**config.mk**
```make
export PLATFORM = sky130hd
export DESIGN_NAME = fcpb_ram
export DESIGN_NICKNAME = d
export VERILOG_FILES = /design/src/hdl/assert_macros.svh /design/src/hdl/fcpb_ram.sv
export SDC_FILE = /design/constraint.sdc
export NUM_CORES = 2
export LEC_CHECK = 0
export BUFFER_PORTS_ARGS = -buffer_cell sky130_fd_sc_hd__buf_2
export CORE_ASPECT_RATIO = 0.5
export CORE_UTILIZATION = 50
export CTS_CLUSTER_DIAMETER = 80
export DETAILED_ROUTE_END_ITERATION = 16
export GPL_ROUTABILITY_DRIVEN = 0
export PLACE_DENSITY = 0.65
export SLEW_MARGIN = 20
export SYNTH_ARGS = -nofsm -noshare
export SYNTH_HDL_FRONTEND = slang
export SYNTH_SLANG_ARGS = --single-unit
```
**constraint.sdc**
```tcl
create_clock -name clk_i -period 8.3 [get_ports clk_i]
set_clock_uncertainty 0.1 [all_clocks]
set_input_delay 2.075 -clock clk_i [delete_from_list [all_inputs] [get_ports clk_i]]
set_output_delay 2.075 -clock clk_i [all_outputs]
set_load 0.01 [all_outputs]
```
**src/hdl/assert_macros.svh**
```systemverilog
// ---------------------------------------------------------------------------
// Assertion macros
// Shared wrappers for clocked concurrent assertions with an active-low reset.
// ---------------------------------------------------------------------------
`ifndef ASSERT_MACROS_SVH
`define ASSERT_MACROS_SVH

// Property checked at every rising edge of clk while rst_n is high.
`define ASSERT_CLKD(name, clk, rst_n, prop, msg) \
  name: assert property (@(posedge clk) disable iff (!rst_n) (prop)) else $error(msg);

// Antecedent in one cycle implies the consequent in the next cycle.
`define ASSERT_NEXT(name, clk, rst_n, ante, cons, msg) \
  `ASSERT_CLKD(name, clk, rst_n, (ante) |=> (cons), msg)

`endif

```
**src/hdl/fcpb_ram.sv**
```systemverilog
// ---------------------------------------------------------------------------
// fcpb_ram
// Generic simple dual-port RAM with one write port and a registered read.
// ---------------------------------------------------------------------------
module fcpb_ram #(
  parameter int WIDTH = 8,
  parameter int DEPTH = 256
) (
  input  logic                     clk_i,
  input  logic                     we_i,
  input  logic [$clog2(DEPTH)-1:0] waddr_i,
  input  logic [WIDTH-1:0]         wdata_i,
  input  logic                     re_i,
  input  logic [$clog2(DEPTH)-1:0] raddr_i,
  output logic [WIDTH-1:0]         rdata_o
);

  logic [WIDTH-1:0] mem_q [DEPTH];
  logic [WIDTH-1:0] rdata_q;

  always_ff @(posedge clk_i) begin
    if (we_i) begin
      mem_q[waddr_i] <= wdata_i;
    end
  end

  // Read data holds until the next read.
  always_ff @(posedge clk_i) begin
    if (re_i) begin
      rdata_q <= mem_q[raddr_i];
    end
  end

  assign rdata_o = rdata_q;

endmodule

```
==> run summary <==
The run finished with clean final reports. The critical path goes through buf_8, buf_12, buf_4, mux4_2, a22o_1, a221oi_1, o221ai_1, a211oi_1, nor4_1. The data arrival time of the critical path is 5.73 ns.

The clock buffer count from CTS is 177. In this run the critical register-to-register path is launched from mem_q[82][5]$_DFFE_PP_. The hold violation count in the final report is 0. The net count of the mapped netlist came out at 3760. The number of placed instances, taps included is 5723.

The summed instance area of the synthesized netlist came out at 0.0796 mm2. The die span in x is 566 um. The number of input and output port buffers inserted came out at 34. The count of final setup violators came out at 0. The most used flip-flop cell after synthesis is sky130_fd_sc_hd__edfxtp_1. Of the total synthesized cell area, the portion taken by full adders, half adders and majority gates is 0. The combined global-route utilization of all metal layers is 0.245. The floorplan step defined a core boundary enclosing 0.158 mm2. The leakage power of the design is 26.6 nW. The worst setup path is of the in -> reg kind. The critical path's largest stage delay came out at 0.74 ns.

The detailed-router iteration count before antenna repair is 6. The detailed router finished its first iteration with 4977 violations. The worst hold path begins at mem_q[25][2]$_DFFE_PP_. The number of nets in the final layout is 3829. The effective utilization at floorplan came out at 0.504. The final worst-path setup slack came out at 3.00 ns. The number of buffers inserted for hold repair after clock tree synthesis is 0. The final-layout setup total negative slack is 0 ns.

Global routing finished with a remaining overflow of 0. The final clock period utilization by the worst path came out at 0.639. The post-route minimum period is 5.30 ns. For this run, design rule violations remaining after detail routing come to 0.

The number of placement rows is 103. The total power came out at 0.0204 W. The number of top-level pins is 35. Of the total synthesized cell area, the portion taken by XOR and XNOR cells is 0.

The number of global-route vias before repair was 38700. Entering global routing, the biggest net connects 165 pins. In this run the remaining antenna-violating nets after routing total 0. The filler cell count in the final layout came out at 11700. The maximum clock frequency came out at 189 MHz. The worst hold path belongs to the class reg -> reg. The category of the worst setup path launch point is an input port. Of the cells placed in the final design, the portion with a size suffix greater than 1 is 0.215. The count of vias placed by the detailed router is 39000. The maximum count of clock buffers along a single path came out at 3. The total setup buffers inserted after CTS is 0. Setup repair after global routing left no endpoint under its margin. Summing all multi-input logic gate instances after layout gives 0.0166 mm2. The vertical extent of the die came out at 284 um. The total length of routed wires came out at 196000 um.

The sequential fraction of the synthesis area came out at 0.775. The worst setup path is captured at a register. For met1 alone, demand over resource in global routing was 0.362.

Dividing the detail-routed via count by the number of cells gives 6.46. The synthesized-area fraction occupied by and/or/nand/nor cells came out at 0.0263. The met2 usage is 0.371. The full die area came out at 0.161 mm2. The synthesized-area fraction occupied by ao, oa, aoi and oai cells is 0.0342. Tracing the worst setup path back leads to its startpoint at raddr_i[0].

The actual slew at the worst max-slew pin is 1.19 ns. For this design the ratio of total power to cell area is 234 mW/mm2. The share of flip-flops with an asynchronous set or reset is 0. The clock root buffer is sky130_fd_sc_hd__clkbuf_16. The netlist uses 54 different library cells. The combinational family with the most area after synthesis is multiplexers.

The number of cells produced by synthesis came out at 3733. Averaged over all synthesized cells, the footprint is 21.3 um2. The worst slack after detailed placement came out at 2.19 ns. The post-cts gate resize count is 0. The global-route wire length before repair came out at 281000 um. The register bit count reported by yosys came out at 2056. The layer flagged by global routing as most heavily used is met2.

The initial antenna violation count came out at 5. The number of enable-type register cells in the synthesized netlist is 2056. Clock-pin slew was measured on the worst setup and hold paths at 0.07 ns. Excluding fillers, the count of instances in the completed layout stands at 6038.

The relative area change from synthesis to final layout is 9.82%. The average wire per cell in the routed design is 32.5 um. The proportion of synthesized area in mux cells came out at 0.146.

The max-slew violation count came out at 0. For met3 alone, demand over resource in global routing was 0.0538. The slowest stage of the critical path belongs to the cell sky130_fd_sc_hd__a211oi_1.

The count of clock tree sinks came out at 2056. Max-cap violations in this run came to 0. The worst voltage drop across the vdd grid came out at 0.199 mV. The flip-flop and latch area came out at 0.0617 mm2. TritonCTS built the clock tree. The HPWL after detailed placement came out at 119000 um. The final core area utilization is 0.554. Yosys printed 0 warnings. The worst-case headroom to the max-slew limit is 0.206. The number of H-tree branching levels came out at 4. The clock insertion delay at the later pin of the skew report is 0.81 ns. The required time of the worst setup path came out at 8.73 ns. Of all nets on the critical path, the largest fanout is 66.
## cells in the mapped netlist (3+ instances only)
cell type	instances	area, um2
sky130_fd_sc_hd__a22o_1	8	70.1
sky130_fd_sc_hd__a221oi_1	13	114
sky130_fd_sc_hd__mux4_2	454	10200
sky130_fd_sc_hd__buf_6	21	236
sky130_fd_sc_hd__or2_2	4	25.0
sky130_fd_sc_hd__nand2_1	33	124
sky130_fd_sc_hd__o21ai_0	10	50.1
sky130_fd_sc_hd__and2_1	6	37.5
sky130_fd_sc_hd__nor3_1	22	110
sky130_fd_sc_hd__mux2i_1	134	1340
sky130_fd_sc_hd__buf_2	31	155
sky130_fd_sc_hd__a21oi_1	96	480
sky130_fd_sc_hd__nor2b_1	31	194
sky130_fd_sc_hd__o221ai_1	46	403
sky130_fd_sc_hd__nor4_1	24	150
sky130_fd_sc_hd__nand2b_1	8	50.1
sky130_fd_sc_hd__o22ai_1	28	175
sky130_fd_sc_hd__a22oi_1	133	998
sky130_fd_sc_hd__nand4_1	10	62.6
sky130_fd_sc_hd__buf_8	13	195
sky130_fd_sc_hd__clkbuf_1	111	417
sky130_fd_sc_hd__edfxtp_1	2056	61700
sky130_fd_sc_hd__nor2_1	282	1060
sky130_fd_sc_hd__buf_4	27	203
sky130_fd_sc_hd__o22a_1	5	43.8
sky130_fd_sc_hd__nor4_2	3	37.5
sky130_fd_sc_hd__a211oi_1	16	120
sky130_fd_sc_hd__o32ai_1	4	35.0
sky130_fd_sc_hd__o211ai_1	10	75.1
sky130_fd_sc_hd__buf_12	8	160
sky130_fd_sc_hd__nand3_1	34	170
sky130_fd_sc_hd__buf_1	22	82.6
## path summary, 6_finish.rpt
kind / cells after the start / slack (ns) / endpoint
worst max-delay path: 9 / 3.00 / rdata_o[3]$_DFFE_PP_
worst min-delay path: 5 / 1.04 / rdata_o[2]$_DFFE_PP_
worst max register to register: 6 / 5.46 / rdata_o[5]$_DFFE_PP_
worst min register to register: 5 / 1.04 / rdata_o[2]$_DFFE_PP_
## critical path: cells and delay by family
family | cells | cell delay, ns
AO/OA/AOI/OAI | 4 | 1.36
AND/OR/NAND/NOR | 1 | 0.09
multiplexers | 1 | 0.52
buffers and inverters | 3 | 1.38
## layout by cell type (no fill, tap or decap), types with 9 or more instances in the layout
cell type                   instances
sky130_fd_sc_hd__edfxtp_1        2056
sky130_fd_sc_hd__mux4_2           454
sky130_fd_sc_hd__nor2_1           279
sky130_fd_sc_hd__clkbuf_16        183
sky130_fd_sc_hd__mux2i_1          134
sky130_fd_sc_hd__a22oi_1          133
sky130_fd_sc_hd__a21oi_1           96
sky130_fd_sc_hd__buf_4             76
sky130_fd_sc_hd__o221ai_1          46
sky130_fd_sc_hd__clkbuf_1          41
sky130_fd_sc_hd__clkinv_1          39
sky130_fd_sc_hd__nand2_1           32
sky130_fd_sc_hd__nand3_1           32
sky130_fd_sc_hd__clkinv_2          31
sky130_fd_sc_hd__o22ai_1           28
sky130_fd_sc_hd__nor2b_1           28
sky130_fd_sc_hd__buf_2             23
sky130_fd_sc_hd__nor3_1            21
sky130_fd_sc_hd__a211oi_1          16
sky130_fd_sc_hd__nor4_2            14
sky130_fd_sc_hd__a221oi_1          13
sky130_fd_sc_hd__nor4_1            13
sky130_fd_sc_hd__buf_12            13
sky130_fd_sc_hd__nand4_1           10
sky130_fd_sc_hd__o211ai_1          10
sky130_fd_sc_hd__o21ai_0           10
sky130_fd_sc_hd__bufinv_16          9
## logic make-up after synthesis
| group | after synthesis |
|---|---|
| AO/OA/AOI/OAI | 385 |
| flip-flops | 2056 |
| AND/OR/NAND/NOR | 466 |
| multiplexers | 591 |
| buffers and inverters | 235 |
## sequential cells by signal, indices dropped and copies added, names as in the netlist
register and count:
mem_q 2048, rdata_o 8
## through the flow
stage	hold slack, ns	area [um2]
after floorplan	0.764	79600
after global placement	1.03	81900
after detailed placement	1.03	82000
after CTS	1.04	87400
after global routing	1.11	87500
final	1.04	87500
## area by class of cell
cell class / count / share of cell area
diodes: 2 / 0.0000572
clock buffers: 224 / 0.0541
clock inverters: 89 / 0.00771
inverters: 2 / 0.0000858
multi-input cells: 1442 / 0.189
flip-flops and latches: 2056 / 0.706
well taps: 2100 / 0.0300
repair buffers: 123 / 0.0126
## per-layer routing
| layer | vias up | routed length, um |
|---|---|---|
| met5 | - | 26 |
| met4 | 4 | 5070 |
| met3 | 318 | 19400 |
| met2 | 1945 | 90600 |
| met1 | 20900 | 80900 |
| li1 | 15800 | - |
## power breakdown
part | leakage [nW] | internal, W | switching (W)
Combinational | 5.46 | 0.000339 | 0.000681
Sequential | 18.5 | 0.0114 | 0.0000180
Clock | 2.65 | 0.00430 | 0.00364
Total | 26.6 | 0.0161 | 0.00434
No activity file was read; power rests on OpenSTA's default activity.
