`config.mk`:
```
export PLATFORM = sky130hd
export DESIGN_NAME = fcpb_row_scan
export DESIGN_NICKNAME = d
export VERILOG_FILES = /design/src/hdl/assert_macros.svh /design/src/hdl/fcpb_pkg.sv /design/src/hdl/fcpb_row_scan.sv
export SDC_FILE = /design/constraint.sdc
export NUM_CORES = 1
export LEC_CHECK = 0
export BUFFER_PORTS_ARGS = -buffer_cell sky130_fd_sc_hd__buf_2
export CORE_MARGIN = 2
export CORE_UTILIZATION = 34
export CTS_CLUSTER_DIAMETER = 30
export DETAILED_ROUTE_END_ITERATION = 16
export PLACE_DENSITY = 0.71
export SYNTH_ARGS = -nofsm -noshare
export SYNTH_HDL_FRONTEND = slang
export SYNTH_SLANG_ARGS = --single-unit
```
`constraint.sdc`:
```
create_clock -name clk_i -period 4.87 [get_ports clk_i]
set_clock_uncertainty 0.2 [all_clocks]
set_input_delay 0 -clock clk_i [delete_from_list [all_inputs] [get_ports clk_i]]
set_output_delay 0 -clock clk_i [all_outputs]
set_load 0.03 [all_outputs]
```
`src/hdl/assert_macros.svh`:
```
// ---------------------------------------------------------------------------
// Assertion macros
// Shared wrappers for clocked concurrent assertions with an active-low reset.
// ---------------------------------------------------------------------------
`ifndef ASSERT_MACROS_SVH
`define ASSERT_MACROS_SVH

// Property checked at every rising edge of clk while rst_n is high.
`define ASSERT_CLKD(name, clk, rst_n, prop, msg) \
  name: assert property (@(posedge clk) disable iff (!rst_n) (prop)) else $error(msg);

// Antecedent in one cycle implies the consequent in the next cycle.
`define ASSERT_NEXT(name, clk, rst_n, ante, cons, msg) \
  `ASSERT_CLKD(name, clk, rst_n, (ante) |=> (cons), msg)

`endif

```
`src/hdl/fcpb_pkg.sv`:
```
// ---------------------------------------------------------------------------
// fcpb_pkg
// Types, constants and helpers shared by the sparsity pattern builder.
// ---------------------------------------------------------------------------
package fcpb_pkg;

  // Parameter defaults for the top level.
  localparam int MAX_NODES_DEF         = 256;
  localparam int MAX_FREE_NODES_DEF    = 64;
  localparam int NODES_PER_ELEMENT_DEF = 8;

  // Fixed field widths.
  localparam int NODE_W      = 8;   // node number on the request port
  localparam int FI_W        = 7;   // free-node index
  localparam int CNT_W       = 8;   // dof_count, drain column and drain row
  localparam int WORD_W      = 16;  // output index and value
  localparam int COL_W       = 9;   // a DOF derived from any 7-bit free index
  localparam int MAX_CORNERS = 8;   // corner ports on the request channel
  localparam int DOFS_PER_NODE = 3;

  // Row scan works on one chunk of the column word per cycle while it steps.
  localparam int CHUNK    = 16;
  localparam int CHUNK_LG = 4;

  typedef enum logic [1:0] {
    REQ_LOAD  = 2'd0,
    REQ_ELEM  = 2'd1,
    REQ_DRAIN = 2'd2
  } req_e;

  typedef enum logic [1:0] {
    PH_PTR  = 2'd0,
    PH_ROW  = 2'd1,
    PH_DONE = 2'd2
  } phase_e;

  localparam logic KIND_PTR = 1'b0;
  localparam logic KIND_ROW = 1'b1;

  // Outcome of one chunk of the row scan.
  typedef struct packed {
    logic             hit;   // a stored row was found in this chunk
    logic             done;  // no later chunk holds a row below the limit
    logic [CNT_W-1:0] row;   // lowest row found
  } scan_res_t;

  // Zero-based DOF d of a free node; only meaningful for a nonzero index.
  function automatic logic [COL_W-1:0] dof_col(input logic [FI_W-1:0] fi,
                                               input logic [1:0]      d);
    return COL_W'(fi) * COL_W'(DOFS_PER_NODE) + COL_W'(d) - COL_W'(DOFS_PER_NODE);
  endfunction

endpackage

```
`src/hdl/fcpb_row_scan.sv`:
```
// ---------------------------------------------------------------------------
// fcpb_row_scan
// Finds the next stored row of one bitmap column, one chunk per cycle while step_i is high.
// ---------------------------------------------------------------------------
module fcpb_row_scan #(
  parameter int DOF_MAX = 3 * fcpb_pkg::MAX_FREE_NODES_DEF
) (
  input  logic                       clk_i,
  input  logic                       rst_ni,
  input  logic [DOF_MAX-1:0]         word_i,
  input  logic                       start_i,
  input  logic                       step_i,
  input  logic [fcpb_pkg::CNT_W-1:0] first_row_i,
  input  logic [fcpb_pkg::CNT_W-1:0] row_limit_i,
  output fcpb_pkg::scan_res_t        res_o
);

  localparam int NCHUNK = (DOF_MAX + fcpb_pkg::CHUNK - 1) / fcpb_pkg::CHUNK;
  localparam int CH_W   = (NCHUNK > 1) ? $clog2(NCHUNK) : 1;
  localparam int PAD_W  = (1 << CH_W) * fcpb_pkg::CHUNK;
  localparam int RW     = (($clog2(PAD_W) > fcpb_pkg::CNT_W) ? $clog2(PAD_W)
                                                             : fcpb_pkg::CNT_W) + 1;

  logic [CH_W-1:0]            chunk_q, chunk_d;
  logic [PAD_W-1:0]           word_pad;
  logic [fcpb_pkg::CHUNK-1:0] bits;
  logic [RW-1:0]              base;

  always_comb begin
    chunk_d = chunk_q;
    if (start_i) begin
      chunk_d = CH_W'(first_row_i >> fcpb_pkg::CHUNK_LG);
    end else if (step_i) begin
      chunk_d = chunk_q + CH_W'(1);
    end
  end

  always_ff @(posedge clk_i or negedge rst_ni) begin
    if (!rst_ni) begin
      chunk_q <= '0;
    end else begin
      chunk_q <= chunk_d;
    end
  end

  assign word_pad = PAD_W'(word_i);
  assign bits     = word_pad[chunk_q * fcpb_pkg::CHUNK +: fcpb_pkg::CHUNK];
  assign base     = RW'(chunk_q) << fcpb_pkg::CHUNK_LG;

  // Lowest qualifying row wins: the loop runs downward so it writes last.
  always_comb begin
    logic [RW-1:0] row;
    res_o = '0;
    for (int b = fcpb_pkg::CHUNK - 1; b >= 0; b--) begin
      row = base + RW'(b);
      if (bits[b] && (row >= RW'(first_row_i)) && (row < RW'(row_limit_i))) begin
        res_o.hit = 1'b1;
        res_o.row = fcpb_pkg::CNT_W'(row);
      end
    end
    res_o.done = (base + RW'(fcpb_pkg::CHUNK)) >= RW'(row_limit_i);
  end

endmodule

```
==> results of run 1 <==
-- power by group through the flow --
| stage | combinational (mW) | clock (mW) | sequential [mW] |
|---|---|---|---|
| floorplan | 0.548 | 0 | 0.0413 |
| global placement | 0.755 | 0 | 0.0586 |
| detailed placement | 0.761 | 0 | 0.0591 |
| CTS | 0.775 | 0.0749 | 0.0586 |
| global route | 0.838 | 0.0792 | 0.0600 |
| finish | 0.780 | 0.0741 | 0.0578 |
-- logic make-up (layout without fill, tap and decap cells) --
kind of cell | count (synthesis) | in the layout | synth area share [%]
adder cells (fa/ha/maj) | 15 | 15 | 6.53
other | 0 | 2 | 0
XOR/XNOR | 5 | 5 | 1.52
AO/OA/AOI/OAI | 88 | 88 | 21.0
AND/OR/NAND/NOR | 109 | 109 | 20.1
buffers and inverters | 37 | 256 | 7.44
flip-flops | 4 | 4 | 3.48
multiplexers | 57 | 57 | 39.9
-- worst paths after layout --
path / from / end / cells after the start
setup / recovery: chunk_q[0] / res_o[1] / 10
hold / removal: row_limit_i[7] / res_o[8] / 6
setup reg to reg: chunk_q[0] / chunk_q[2] / 5
hold reg to reg: chunk_q[1] / chunk_q[1] / 3
max in group asynchronous: rst_ni / chunk_q[0] / 3
min in group asynchronous: rst_ni / chunk_q[0] / 3
-- metrics by stage --
step / cell area, um2 / power, mW / std cells / util [%] / hold slack (ns)
3_3_place_gp: 3990 / 0.814 / 622 / 48.5 / -0.392
6_report: 4170 / 0.912 / 641 / 50.7 / 0.403
3_5_place_dp: 3990 / 0.820 / 622 / 48.5 / -0.392
5_1_grt: 4170 / 0.977 / 641 / 50.7 / 0.436
4_1_cts: 4160 / 0.909 / 639 / 50.7 / 0.390
2_1_floorplan: 2870 / 0.589 / 315 / - / -0.496
-- routing by layer --
metal / global-route usage (%) / wire length (um) / share of wire (%)
met5: 0 / 0 / 0
met4: 6.31 / 201 / 1.6
met3: 2.66 / 829 / 6.6
met2: 46.5 / 6480 / 51
met1: 35.7 / 5120 / 41
-- critical path, cell delays in order, from the launching register on --
cell,delay [ns]
dfrtp_4,0.72
inv_1,0.19
ha_1,0.37
nor2_1,0.12
o21a_1,0.23
a311o_1,0.40
or4_4,0.59
and3_1,0.18
a221o_1,0.34
a21oi_1,0.20
buf_2,0.23
-- area by class of cell --
class	count	area share (%)
tap	105	3.15
clock buffer	4	1.08
sequential	4	2.52
antenna	2	0.120
timing repair buffer	239	30.6
multi-input combinational	274	61.4
inverter	13	1.17
-- cells in the final DEF (no fill, tap or decap), types with 3 or more instances in the layout --
| cell type | instances |
|---|---|
| dlygate4sd3_1 | 13 |
| xnor2_1 | 4 |
| buf_4 | 5 |
| buf_2 | 221 |
| a211oi_1 | 4 |
| inv_1 | 12 |
| nor2b_1 | 5 |
| mux4_2 | 43 |
| clkbuf_8 | 3 |
| a31oi_1 | 3 |
| a21oi_1 | 17 |
| nand2b_1 | 4 |
| o21ai_0 | 21 |
| nor2_1 | 16 |
| mux2i_1 | 8 |
| a22oi_1 | 6 |
| nor3_1 | 5 |
| nand2_1 | 36 |
| and3_1 | 4 |
| nand3_1 | 11 |
| o21a_1 | 4 |
| or3_1 | 3 |
| ha_1 | 15 |
| o211ai_1 | 3 |
| mux2_2 | 4 |
| nand4_1 | 6 |
==> metrics.md, run 1 <==
| Metric | Value |
|---|---|
| Clock share of power | between 8 and 9% |
| Worst Path Required | 4.67 ns |
| CTS buffer count | 3 |
| First-pass GRT wire length | 18900 um |
| Reg clk slew, reported paths | 0.04 ns |
| Via count | ~3.7k |
| Total Wirelength | about 13000 um |
| CTS resizes | 0 |
| Horiz. Die Dim | around 96 um |
| Storage cell area | around 110 um2 |
| # IOs | ~220 |
| Antenna violations before repair | 2 |
| Die area | about 0.009 mm2 |
| Setup_tns | 0 ns |
| P&R area growth vs syn | 45.1% |
| Internal | approximately 0.45 mW |
| Congestion Overflow GR | 0 |
| Post-synth top area share | about a third |
| Port bufs | approximately 220 |
| Final nets | roughly 760 |
| Hold bufs inserted after CTS | 13 |
| Peak VDD IR | roughly 0.11 mV |
| Max FO, Critical Path | 29 |
| Flop2flop setup slack | 2.62 ns |
| Vias per cell | 5.80 |
| Most flops, register | chunk_q |
| Synth Instances | 315 |
| Sinks on Clock Net | 4 |
| Initial Utilization | a little over a third |
| Worst setup margin | 0.866 ns |
| Die height | ~96 um |
| Period Utilization, post-route | between 80 and 90% |
| Slew headroom | around half |
| Yosys top cell by area | mux4_2 |
| Multi-input gate area | 0.00256 mm2 |
| Synth Cell Area | between 0.002 and 0.003 mm2 |
| Skew-Pair Late Insertion Delay | ~0.22 ns |
| Number of global-route vias before repair | 3671 |
| Fillers | roughly 800 |
| Mapped Avg Cell Area | a little over 9 um2 |
| CTS tree | yes |
| Startpoint types | flip-flop |
| Post-synth top cells | 43 x mux4_2, 36 x nand2_1, 21 x o21ai_0 |
| # rows | 33 |
| Yosys Warn Count | 0 |
| Arrival time worst endpoint | ~3.8 ns |
| Comb pwr share | 85.5% |
| Htree depth | 1 |
| Crit. End Element | output port |
| Max reg flops | 4 |
| Largest net degree at the start of global routing | 47 |
| Hold WC Path Type | primary input to output port |
| Layout cells sized above 1 | 55.2% |
| Clk buf depth | 2 |
| Detail Route Antenna Nets | 0 |
| Min cycle time layout | roughly 4 ns |
| CTS root buffer | clkbuf_8 |
| Post-synth EDFFs | 0 |
| NetSw | 0.463 mW |
| Post-synth ARST share | 100% |
| Cell Pwr Density | between 200 and 250 mW/mm2 |
| Setup repair bufs after CTS | 0 |
| Max cap viols | 0 |
| Dpl ws | approximately 1.1 ns |
| DRT iter0 DRCs | approximately 260 |
| Drt drc | 0 |
| RSZ-0062 raised after global routing | no |
| Post-Syn Nets | approximately 540 |
| Core Region | 0.00822 mm2 |
| Register bit total from synthesis | 4 |
| Drt pass-1 iters | 5 |
| Sw frac | 50.8% |
| Kind of critical path | flip-flop to output port |
| Lkg Pwr | 2.00 nW |
| Main synth FF type | dfrtp_1 |
| Setup Viol. Count Final | 0 |
| Seq pwr share | under 10% |
| Worst-margin pin slew | ~0.76 ns |
| Max Slew Vio Count | 0 |
| Leading cell type by number of instances after synthesis | mux4_2 |
| Avg WL per Cell | 19.7 um |
| Register area share after synthesis | under 10% |
| Top flop regs | chunk_q x4 |
| Global Route Usage Sum | between 20% and 30% |
| Fmax | ~250 MHz |
| Cell variety after synth | slightly above 70 |
| DP HPWL | 10600 um |
| Routability cong. | roughly 0.95 |
| Final Hold Viols | 0 |
| Ranking of synthesized cells by area | mux4_2 34%, ha_1 6.5%, nand2_1 4.7% |
| Status | completed |
No activity file was read; power rests on OpenSTA's default activity.
==> inputs of run 2 (changes only) <==
==> constraint.sdc (replaced) <==
create_clock -name clk_i -period 4.1 [get_ports clk_i]
set_clock_uncertainty 0.2 [all_clocks]
set_input_delay 0 -clock clk_i [delete_from_list [all_inputs] [get_ports clk_i]]
set_output_delay 0 -clock clk_i [all_outputs]
set_load 0.03 [all_outputs]
==> run 2 against run 1 <==
  * Worst hold slack worse by 0.0052 ns
  * Cell count down 0.16%
  * Sequential power grew 4.7%
  * Sequential cell count did not move
  * Cell area rose by 0.21%
  * Critical path depth unchanged
  * Clock power increased by 9.6%
  * Utilization increased by 0.11 points
  * Worst setup slack lost 0.60 ns
  * Highest routed layer is now met5
==> metrics.md, run 2 (synthesized netlist as in run 1, its figures left out) <==
| Metric | Value |
|---|---|
| Max FO, Critical Path | 18 (-38%) |
| DRT iter0 DRCs | 226 (-12%) |
| First-pass GRT wire length | 18300 um (-3.5%) |
| Setup_tns | 0 ns (unchanged) |
| Top flop regs | chunk_q x4 |
| Total Wirelength | 12200 um (-3.1%) |
| Drt drc | 0 (unchanged) |
| Most common cell after layout, fill and taps aside | buf_2 |
| Clk buf depth | 2 (unchanged) |
| Detail Route Antenna Nets | 0 (unchanged) |
| Hold bufs inserted after CTS | 14 (+1) |
| Cells along the critical path | inv_1, ha_1, nor2_1, o21a_1, a311o_1, or4_4, and3_1, a221o_1, a21oi_1, buf_2 |
| Slowest CP cell | dfrtp_4 |
| Final Hold Viols | 0 (unchanged) |
| # IOs | 222 (unchanged) |
| RSZ-0062 raised after global routing | no |
| Die height | 95.9 um (unchanged) |
| Max Slew Vio Count | 0 (unchanged) |
| Avg WL per Cell | 19.1 um (-2.9%) |
| Max reg flops | 4 (unchanged) |
| Cell Pwr Density | 257 mW/mm2 (+17%) |
| Most flops, register | chunk_q |
| Fmax | between 200 and 300 MHz |
| CTS root buffer | clkbuf_8 |
| CP endpoint | res_o[1] |
| Flop2flop setup slack | 1.62 ns (-1.00 ns) |
| Global Route Usage Sum | 25.6% (-1.2 points) |
| Setup Viol. Count Final | 0 (unchanged) |
| RR Startpoint | chunk_q[0] |
| Setup repair bufs after CTS | 0 (unchanged) |
| Die area | 0.00920 mm2 (unchanged) |
| Port bufs | 221 (unchanged) |
| Dpl ws | 0.505 ns (-0.575 ns) |
| Period Utilization, post-route | just over 90% |
| Peak VDD IR | 0.175 mV (+54%) |
| Lkg Pwr | 2.01 nW (+0.31%) |
| Antenna violations before repair | 1 (-1) |
| Layout cells sized above 1 | 55.3% (+0.084 points) |
| Worst setup margin | 0.267 ns (-0.600 ns) |
| Min cycle time layout | 3.83 ns |
| Htree depth | 1 (unchanged) |
| Drt pass-1 iters | 5 (unchanged) |
| Commonest non-fill, non-tap cells in the layout | 221 x buf_2, 43 x mux4_2, 36 x nand2_1, 21 x o21ai_0, 17 x a21oi_1 |
| Hold Slack | 0.398 ns (-0.00523 ns) |
| Kind of critical path | flip-flop to output port |
| Skew-Pair Late Insertion Delay | 0.21 ns (about the same) |
| Crit-path max cell delay | 0.61 ns (-0.11 ns) |
| Horiz. Die Dim | 95.9 um (unchanged) |
| CTS buffer count | 3 (unchanged) |
| ANT cells | 0 (-2) |
| R2R depth | 6 (+1) |
| # rows | 33 (unchanged) |
| P&R area growth vs syn | 45.4% |
| Congestion Overflow GR | 0 (unchanged) |
| Sinks on Clock Net | 4 (unchanged) |
| CTS resizes | 0 (unchanged) |
| Hold WC Path Type | primary input to output port |
| Startpoint types | flip-flop |
| Slew headroom | 40.3% (-8.5 points) |
| Routability cong. | 0.980 (+3.1%) |
| Status | completed |
| Max cap viols | 0 (unchanged) |
| Worst Path Required | 3.90 ns (-0.77 ns) |
| Final nets | 764 (+0.26%) |
| Arrival time worst endpoint | 3.63 ns (-0.17 ns) |
| Via count | 3722 (+0.054%) |
| CTS tree | yes |
| Initial Utilization | 35.0% (unchanged) |
| Worst-margin pin slew | 0.894 ns (+0.135 ns) |
| DP HPWL | 10500 um (-1.7%) |
| Crit. End Element | output port |
| Crit path buf inv count | 2 (unchanged) |
| Number of global-route vias before repair | 3644 (-0.74%) |
| CP Depth | 10 (unchanged) |
| Fillers | 791 (-0.88%) |
| R2r endpoint | chunk_q[2] |
| Utilization of the core after routing | 50.8% (+0.11 points) |
| Largest net degree at the start of global routing | 55 (+17%) |
| Reg clk slew, reported paths | 0.03 ns (about the same) |
| Top delay family on crit path | compound AO/OA/AOI/OAI gates |
| Vias per cell | 5.82 (+0.21%) |
| Worst Setup SP | chunk_q[0] |
| Core Region | 0.00822 mm2 (unchanged) |
run 2: cell count changes in the layout (fill, tap and decap cells not counted), sizes merged:
cell / change
diode: -2
buf: +1
clkbuf: -1
dlygate4sd3: +1
run 2: layout make-up:
class / instances / area, um2 / area share, %
Clock buffer: 3 / 41.3 / 0.988
Sequential cell: 4 / 105 / 2.52
Inverter: 13 / 48.8 / 1.17
Tap cell: 105 / 131 / 3.14
Multi-Input combinational cell: 274 / 2560 / 61.3
Timing Repair Buffer: 241 / 1290 / 30.9
run 2: report_power, final:
| part | internal, mW | switching, mW | leakage, nW |
|---|---|---|---|
| registers | 0.0458 | 0.0146 | 0.0461 |
| clock network | 0.0624 | 0.0187 | 0.0216 |
| logic | 0.423 | 0.507 | 1.94 |
| total | 0.532 | 0.540 | 2.01 |
run 2: worst min-delay path by stage:
stage / from / to / slack (ns) / cells after the start
after floorplan: rst_ni / chunk_q[0] / -0.50 / 0
after global placement: rst_ni / chunk_q[3] / -0.39 / 1
after detailed placement: rst_ni / chunk_q[3] / -0.39 / 1
after CTS: row_limit_i[7] / res_o[8] / 0.40 / 6
after global routing: row_limit_i[7] / res_o[8] / 0.45 / 6
final: row_limit_i[7] / res_o[8] / 0.40 / 6
run 2: metal layers:
metal	track usage [%]	vias up	share of wire [%]	routed length, um
li1	-	1722	-	-
met1	34.2	1777	40	4930
met2	43.4	200	50	6060
met3	4.54	21	8.4	1020
met4	5.00	2	1.6	199
met5	0	-	0.11	13
run 2: per-stage QoR:
stage	std cells	power, mW	cell area, um2
6_report	640	1.07	4180
4_1_cts	640	1.07	4180
3_5_place_dp	623	0.970	4000
3_3_place_gp	623	0.968	4000
2_1_floorplan	315	0.700	2870
5_1_grt	640	1.15	4180
run 2: worst min-delay path: stages:
cell     delay, ns
buf_2         0.09
inv_1         0.07
ha_1          0.15
a31oi_1       0.04
nand2_1       0.05
buf_2         0.19
==> inputs of run 3 (changes only) <==
--- a/config.mk
+++ b/config.mk
@@ -7,10 +7,10 @@
 export LEC_CHECK = 0
 export BUFFER_PORTS_ARGS = -buffer_cell sky130_fd_sc_hd__buf_2
 export CORE_MARGIN = 2
-export CORE_UTILIZATION = 34
+export CORE_UTILIZATION = 37
 export CTS_CLUSTER_DIAMETER = 30
 export DETAILED_ROUTE_END_ITERATION = 16
-export PLACE_DENSITY = 0.71
+export PLACE_DENSITY = 0.77
 export SYNTH_ARGS = -nofsm -noshare
 export SYNTH_HDL_FRONTEND = slang
 export SYNTH_SLANG_ARGS = --single-unit
==> run 3 against run 2 <==
  * Combinational power up 1%
  * Global-route usage increased by 3.0 points
  * Non-clock buffer count unchanged
  * Sequential share of layout area is essentially flat
  * Critical path type unchanged
  * Largest power group unchanged
==> metrics.md, run 3 (synthesized netlist as in run 1, its figures left out) <==
| Metric | Value |
|---|---|
| Total Wirelength | 12600 um (+3.0%) |
| Congestion Overflow GR | 0 (unchanged) |
| Via count | 3667 (-1.5%) |
| Min cycle time layout | 3.85 ns (+0.0192 ns) |
| Layout cells sized above 1 | 55.3% (unchanged) |
| First-pass GRT wire length | 19100 um (+4.3%) |
| Skew-Pair Late Insertion Delay | 0.23 ns (+0.02 ns) |
| Avg WL per Cell | 19.8 um (+3.5%) |
| Max cap viols | 0 (unchanged) |
| Detail Route Antenna Nets | 0 (unchanged) |
| Number of global-route vias before repair | 3763 (+3.3%) |
| Cell Pwr Density | 262 mW/mm2 (+2.0%) |
| Peak VDD IR | 0.102 mV (-42%) |
| Horiz. Die Dim | 92.1 um (-4.0%) |
| Drt drc | 0 (unchanged) |
| Hold WC Path Type | primary input to flip-flop |
| Port bufs | 221 (unchanged) |
| Worst-margin pin slew | 0.712 ns (-0.183 ns) |
| Slew headroom | 52.0% (+12 points) |
| Routability cong. | 0.978 (-0.27%) |
| Die height | 92.1 um (-4.0%) |
| CTS buffer count | 3 (unchanged) |
| Lkg Pwr | 2.01 nW (+0.23%) |
| Core Region | 0.00761 mm2 (-7.4%) |
| Startpoint types | flip-flop |
| CTS resizes | 0 (unchanged) |
| Max FO, Critical Path | 19 (+1) |
| # rows | 32 (-3.0%) |
| # IOs | 222 (unchanged) |
| Most common cell after layout, fill and taps aside | buf_2 |
| Antenna violations before repair | 0 (-1) |
| Clk buf depth | 2 (unchanged) |
| Setup Viol. Count Final | 0 (unchanged) |
| Period Utilization, post-route | 94.0% (+0.47 points) |
| Htree depth | 1 (unchanged) |
| DP HPWL | 10600 um (+1.4%) |
| Die area | 0.00849 mm2 (-7.8%) |
| Hold Slack | 0.415 ns (+0.0168 ns) |
| Drt pass-1 iters | 6 (+1) |
| Initial Utilization | 37.8% (+2.8 points) |
| Arrival time worst endpoint | 3.65 ns (+0.02 ns) |
| ANT cells | 0 (unchanged) |
| Kind of critical path | flip-flop to output port |
| Final Hold Viols | 0 (unchanged) |
| Fmax | 260 MHz (-0.50%) |
| Crit. End Element | output port |
| Commonest non-fill, non-tap cells in the layout | 221 x buf_2, 43 x mux4_2, 36 x nand2_1, 21 x o21ai_0, 17 x a21oi_1 |
| RSZ-0062 raised after global routing | no |
| Max Slew Vio Count | 0 (unchanged) |
| Sinks on Clock Net | 4 (unchanged) |
| Max reg flops | 4 (unchanged) |
| Top flop regs | chunk_q x4 |
| Status | completed |
| Global Route Usage Sum | 28.5% (+3.0 points) |
| Setup_tns | 0 ns (unchanged) |
| Most flops, register | chunk_q |
| CTS tree | yes |
| CTS root buffer | clkbuf_8 |
| Final nets | 764 (unchanged) |
| P&R area growth vs syn | 45.7% |
| Vias per cell | 5.76 (-1.0%) |
| Reg clk slew, reported paths | 0.04 ns (about the same) |
| Largest net degree at the start of global routing | 55 (unchanged) |
| Worst Path Required | 3.90 ns (about the same) |
| DRT iter0 DRCs | 264 (+17%) |
## run 3: cell count changes in the layout (fill, tap and decap cells not counted)
cell | before | now
buf_12 | 0 | 1
buf_4 | 6 | 5
## run 3: report_power, final
part           total, mW  leakage, nW  internal (mW)  switching, mW
Combinational      0.943         1.94          0.428          0.515
Clock             0.0897       0.0216         0.0631         0.0266
Sequential        0.0621       0.0461         0.0457         0.0164
Total               1.10         2.01          0.537          0.558
## run 3: area by class of cell
type | count | area, um2
Fill cell | 732 | 3420
Multi-Input combinational cell | 274 | 2560
Timing Repair Buffer | 241 | 1300
Tap cell | 102 | 128
Sequential cell | 4 | 105
Inverter | 13 | 48.8
Clock buffer | 3 | 41.3
## run 3: stage by stage
stage          power (mW)  cell area [um2]  cells  util, %  worst slack, ns
5_1_grt              1.17             4190    637     55.0           0.0554
4_1_cts              1.09             4190    637     55.0            0.277
3_5_place_dp        0.982             4010    620     52.6            0.536
2_1_floorplan       0.700             2870    315        -            0.193
3_3_place_gp        0.973             4010    620     52.6            0.602
6_report             1.10             4190    637     55.0            0.247
## run 3: timing repair
action | in CTS | in global routing
hold endpoints to repair | 8 | 0
hold buffers | 14 | 0
setup buffers | 0 | 0
## run 3: routing by layer
layer	vias to the layer above	share of wire (%)	wire length (um)	track usage [%]
li1	1717	-	-	-
met1	1755	41	5110	37.2
met2	170	50	6300	49.4
met3	25	6.8	855	3.86
met4	0	2.6	333	8.21
met5	-	0	0	0
## run 3: path summary, 6_finish.rpt
path                       startpoint    endpoint  slack, ns  depth (start not counted)
min in group asynchronous      rst_ni  chunk_q[3]       0.48                          3
hold reg to reg            chunk_q[0]  chunk_q[0]       1.21                          3
setup / recovery           chunk_q[0]    res_o[9]       0.25                         10
hold / removal                start_i  chunk_q[1]       0.42                          3
max in group asynchronous      rst_ni  chunk_q[0]       3.01                          3
setup reg to reg           chunk_q[1]  chunk_q[2]       1.68                          6
## run 3: critical path, cell delays in order, from the launching register on
cell and delay, ns:
dfrtp_4 0.61, inv_1 0.15, ha_1 0.34, nor2_1 0.39, a21oi_1 0.16, o21ai_0 0.35, o32ai_1 0.14, or3b_1 0.45
nor4_4 0.53, inv_1 0.09, buf_2 0.19
